File: config.mk
export PLATFORM = sky130hd
export DESIGN_NAME = msgid_first_free
export DESIGN_NICKNAME = d
export VERILOG_FILES = /design/src/design/msgid_pkg.sv /design/src/design/msgid_first_free.sv
export SDC_FILE = /design/constraint.sdc
export NUM_CORES = 1
export LEC_CHECK = 0
export ABC_AREA = 1
export BUFFER_PORTS_ARGS = -buffer_cell sky130_fd_sc_hd__buf_4
export CORE_AREA = 3 3 109 111
export DETAILED_ROUTE_END_ITERATION = 6
export DIE_AREA = 0 0 112 114
export PLACE_DENSITY_LB_ADDON = 0.08
export SYNTH_ARGS = -nofsm -noshare
export SYNTH_HDL_FRONTEND = slang
export SYNTH_SLANG_ARGS = --single-unit
File: constraint.sdc
create_clock -name vclk -period 3.7
set_clock_uncertainty 0.15 [all_clocks]
set_input_delay 0.74 -clock vclk [all_inputs]
set_output_delay 0.74 -clock vclk [all_outputs]
set_load 0.05 [all_outputs]
File: src/design/msgid_pkg.sv
// ----------------------------------------------------------------------------
// msgid_pkg
// Shared constants, codes and types of the message identifier allocator.
// ----------------------------------------------------------------------------
package msgid_pkg;

  // Size of the identifier pool. Identifier zero is reserved.
  localparam int unsigned ID_COUNT = 256;
  localparam int unsigned IDX_W    = (ID_COUNT > 2) ? $clog2(ID_COUNT) : 1;

  // Fixed widths of the transaction fields.
  localparam int unsigned ACTION_W = 2;
  localparam int unsigned MSG_ID_W = 8;
  localparam int unsigned DATA_W   = 64;
  localparam int unsigned STATUS_W = 2;

  // Width used to range check an incoming identifier against the pool size.
  localparam int unsigned CMP_W = ((IDX_W > MSG_ID_W) ? IDX_W : MSG_ID_W) + 1;

  // The free search works on groups of identifiers.
  localparam int unsigned GRP_SIZE = 16;
  localparam int unsigned GRP_BW   = $clog2(GRP_SIZE);
  localparam int unsigned NUM_GRP  = (ID_COUNT + GRP_SIZE - 1) / GRP_SIZE;
  localparam int unsigned GRP_IW   = (NUM_GRP > 1) ? $clog2(NUM_GRP) : 1;
  localparam int unsigned PAD_W    = NUM_GRP * GRP_SIZE;

  typedef enum logic [ACTION_W-1:0] {
    ACT_ALLOCATE = 2'd0,
    ACT_RELEASE  = 2'd1,
    ACT_SET      = 2'd2,
    ACT_GET      = 2'd3
  } action_e;

  typedef enum logic [STATUS_W-1:0] {
    ST_OK       = 2'd0,
    ST_NO_FREE  = 2'd1,
    ST_NOT_USED = 2'd2
  } status_e;

  // Outcome of the lowest free identifier search.
  typedef struct packed {
    logic             found;
    logic [IDX_W-1:0] idx;
  } ffs_res_t;

endpackage

File: src/design/msgid_first_free.sv
// ----------------------------------------------------------------------------
// msgid_first_free
// Finds the lowest free identifier: a group level priority pick followed by a
// priority pick inside the chosen group.
// ----------------------------------------------------------------------------
module msgid_first_free
  import msgid_pkg::*;
(
  input  logic [PAD_W-1:0]   free_i,
  input  logic [NUM_GRP-1:0] grp_avail_i,
  output ffs_res_t           res_o
);

  logic [GRP_IW-1:0]   grp_sel;
  logic [GRP_BW-1:0]   bit_sel;
  logic                bit_found;
  logic [GRP_SIZE-1:0] grp_bits;

  // Lowest group that still holds a free identifier.
  always_comb begin
    grp_sel = '0;
    for (int g = NUM_GRP - 1; g >= 0; g--) begin
      if (grp_avail_i[g]) begin
        grp_sel = GRP_IW'(g);
      end
    end
  end

  assign grp_bits = free_i[GRP_SIZE * grp_sel +: GRP_SIZE];

  // Lowest free identifier inside that group.
  always_comb begin
    bit_sel   = '0;
    bit_found = 1'b0;
    for (int b = GRP_SIZE - 1; b >= 0; b--) begin
      if (grp_bits[b]) begin
        bit_sel   = GRP_BW'(b);
        bit_found = 1'b1;
      end
    end
  end

  assign res_o.found = bit_found;
  assign res_o.idx   = IDX_W'({grp_sel, bit_sel});

endmodule

======== Word level (Yosys, flattened, before mapping) ========
Index checks and enable logic that the tools add are counted.
storage, ports and cells
  bits in registers ....................... 0
  word-level logic and storage cells ...... 49
  output and inout bits ................... 9
operators by class
  shift operators ......................... 1
  multiplexer cells ....................... 48
operators by type and width
  operator           count
  $shiftx 256x9->16  1
  $mux 4             32
  $mux 1             16

======== Logic depth before layout (Yosys ltp) ========
  depth after elaboration ................. 33
  depth in mapped cells ................... 38

======== Least setup slack after synthesis ========
Ideal clock, no wire load.
  kind .................................... input -> output
  start ................................... input port grp_avail_i[14]
  end ..................................... output port res_o[1] (netlist name)
  stages .................................. 18
  path buffers ............................ 3
  arrival time ............................ 3.811 ns
  slack ................................... -1.001 ns
  data required time ...................... 2.810 ns
  cell sequence ........................... nor2_1 -> inv_1 -> nand3_1 -> nand3_1 -> nand3_1 -> nand3_1 -> nand3_1 -> nand3_1 -> nand3_1 -> inv_2 -> buf_2 -> buf_2 -> buf_2 -> o22ai_1 -> o221ai_1 -> nand2_1 -> nor2_1 -> a21boi_0
RTL lines
  what         line                    text
  from (decl)  msgid_first_free.sv:10  input logic [NUM_GRP-1:0] grp_avail_i,
  to (decl)    msgid_first_free.sv:11  output ffs_res_t res_o

==> results.md <==
| Result | Value |
| --- | --- |
| Post-Synthesis Cell Area | 3020 sq um |
| Dominant combinational cell family by area after synthesis | simple AND/OR/NAND/NOR gates |
| Grt total ovfl | 0 |
| Count of synthesis-stage warnings from yosys | 0 |
| Adder-cell share of the synthesized area | 0 |
| Max-slew violations | 0 |
| Total non-filler cell area in the finished layout | 6010 sq um |
| Worst Path Buf+Inv | 7 |
| Sw power | 0.339 mW |
| Post-layout total power | 0.750 mW |
| WP data arrival | 3.38 ns |
| CP Capture Type | output pin |
| Remaining routing DRC violations | 0 |
| Post-Synthesis Cells | 572 |
| Net count after synthesis | 844 |
| Core outline area | 10,900 sq um |
| Fraction of power consumed by sequential logic | 0 |
| Vertical die dimension | 114 um |
| Port Buffer Count | 281 |
| Worst Hold Slack | 1.96 ns |
| Crit path max-delay cell type | o211ai_1 |
| Critical path startpoint | grp_avail_i[14] |
| Worst setup SP type | primary input |
| Post-Place Cell Area | 5570 sq um |
| Setup repair after global routing missed its margin | yes |
| Distinct cell type count after synthesis | 29 |
| Number of vias per cell after detailed routing | 5.09 |
| Average detailed-routed wire length per instance | 16.3 um |
| Avg Cell Area, Syn | 5.27 sq um |
| Post-synthesis simple-gate area fraction | 0.406 |
| Min cycle time layout | 4.27 ns |
| Initial Util | 0.277 |
| Final hold violation count | 0 |
| Maximum VDD drop | 0.0465 mV |
| Placed wire-length estimate | 13.2 mm |
| Largest stage delay on the critical path | 0.17 ns |
| Outcome | complete, but fails checks |
| Required time worst endpoint | 2.81 ns |
| Critical path type | in -> out |
| Largest fanout on the critical path | 7 |
| Die area | 12,800 sq um |
| Launch point of the worst hold path | grp_avail_i[4] |
| Top cell family by delay on the critical path | simple AND/OR/NAND/NOR gates |
| Final wirelength | 16.6 mm |
| Highest Clock Rate | 234 MHz |
| Worst setup margin | -0.575 ns |
| Placement row count | 38 |
| Initial antenna violation count | 0 |
| Remaining max-slew budget at the tightest pin | 0.687 |
| Post-layout nets | 1,153 |
| Share of total power in the clock network | 0 |
| Complex-gate fraction of the synthesized area | 0.316 |
| Maximum number of pins on one net before global-route repair | 44 |
| Actual transition at the worst max-transition pin | 0.465 ns |
| Sw Ratio | 0.451 |
| Proportion of layout cells with a drive suffix above 1 | 0.461 |
| Top-Level Pins | 281 |
| Detailed Route Iter0 Violations | 360 |
| Remaining antenna violation count | 0 |
| Global router's overall resource usage | 0.225 |
| Critical Path Stages | 36 |
| Vias in the first global route | 4,867 |
| Cell count of the worst hold path | 6 |
| Routability-driven placement congestion ratio | 1.03 |
| Portion of the post-synthesis area used by sequential elements | 0 |
| Combinational share of power | 1.000 |
| Max-cap violations | 0 |
| Area occupied by registers | 0 sq um |
| Setup-violating endpoint count in the final report | 5 |
| Via count | 5,188 |
| Antenna cell count | 0 |
| Global-route wire length before repair | 24.3 mm |
| Tcrit/Tclk final | 1.16 |
| Xor/xnor share of the synthesized area | 0 |
| Clock buffers | 0 |
| Failing checks | setup timing |
| Worst path most repeated cell | nand2_1 |
| P&R area growth vs syn | 99.2% |
| FFs & Latches | 0 |
| Reported leakage power | 3.13 nW |
| Chip Width | 112 um |
| Internal portion of total power | 0.412 mW |
| Hold Crit Class | in -> out |
| Power density relative to cell area | 125 nW/um^2 |
| Multiplexer area fraction after synthesis | 0.0630 |
| Detailed-routing iteration count for the pre-antenna-repair pass | 5 |
per-layer routing:
| metal | track usage | vias to the layer above | part of all wire |
|---|---|---|---|
| met3 | 0.0302 | 22 | 0.074 |
| met2 | 0.392 | 240 | 0.48 |
| li1 | - | 2573 | - |
| met4 | 0.0489 | 0 | 0.024 |
| met5 | 0 | - | 0 |
| met1 | 0.298 | 2353 | 0.42 |
layout by cell type, fill, tap and decap left out, drive strengths merged:
cell / instances
a21boi: 1
a21oi: 3
buf: 349
clkbuf: 6
clkinv: 3
inv: 74
mux2i: 19
nand2: 95
nand3: 58
nand3b: 6
nand4: 1
nor2: 96
nor3: 12
nor4: 3
o211ai: 34
o21ai: 64
o221ai: 24
o22ai: 8
o31ai: 1
o32ai: 10
or2: 12
what timing repair did:
item / 4_1_cts / 5_1_grt
cloned: 0 / 7
buffers inserted: 0 / 6
pin swaps: 1 / 24
endpoints found under the setup margin: 5 / 5
hold buffers: 0 / 0
gates resized for setup: 14 / 51
stage by stage:
stage	setup WS, ns	instances	setup TNS (ns)	util
3_3_place_gp	-0.642	1007	-2.90	0.511
2_1_floorplan	-0.366	572	-1.37	-
4_1_cts	-0.560	1007	-2.67	0.516
5_1_grt	-0.853	1019	-4.01	0.552
6_report	-0.575	1019	-2.71	0.552
3_5_place_dp	-0.702	1007	-3.07	0.511
cell usage after synthesis (all sizes together):
library cell   n  area (sq um)
o22ai          8          50.1
nand4          1          6.26
a21boi         1          7.51
o221ai        24           210
o31ai          1          7.51
nor3          12          70.1
clkbuf         7          26.3
inv           76           285
nor2          96           360
a21oi          3          15.0
nand3         58           290
or2           12          75.1
o211ai        34           255
buf           42           334
mux2i         19           190
nand2         94           358
o21ai         64           320
nor4           3          18.8
o32ai         10          87.6
nand3b         6          45.0
clkinv         1          3.75
worst paths after layout:
check | to | slack, ns
worst max-delay path | res_o[0] | -0.57
worst min-delay path | res_o[7] | 1.96
worst min-delay path, cell delays in order:
cell and delay [ns]:
buf_4 0.08, nor4_1 0.05, buf_4 0.13, inv_1 0.10, nor3_1 0.07, buf_4 0.19
power groups by stage:
stage / logic (mW) / clock network (mW) / registers (mW)
after floorplan: 0.341 / 0 / 0
after global placement: 0.672 / 0 / 0
after detailed placement: 0.674 / 0 / 0
after CTS: 0.688 / 0 / 0
after global routing: 0.818 / 0 / 0
final: 0.750 / 0 / 0
logic make-up (layout without fill, tap and decap cells):
group	after synthesis	after routing
and+or+nand+nor	282	283
AOI/OAI and AO/OA	145	145
buffers and inverters	126	432
muxes	19	19
final cells by class:
type                       count  area, sq um
timing repair buffer         355         2950
fill                        1068         4880
tap                          140          175
inverter                      77          319
multi-input combinational    447         2560
No activity file was read; power rests on OpenSTA's default activity.
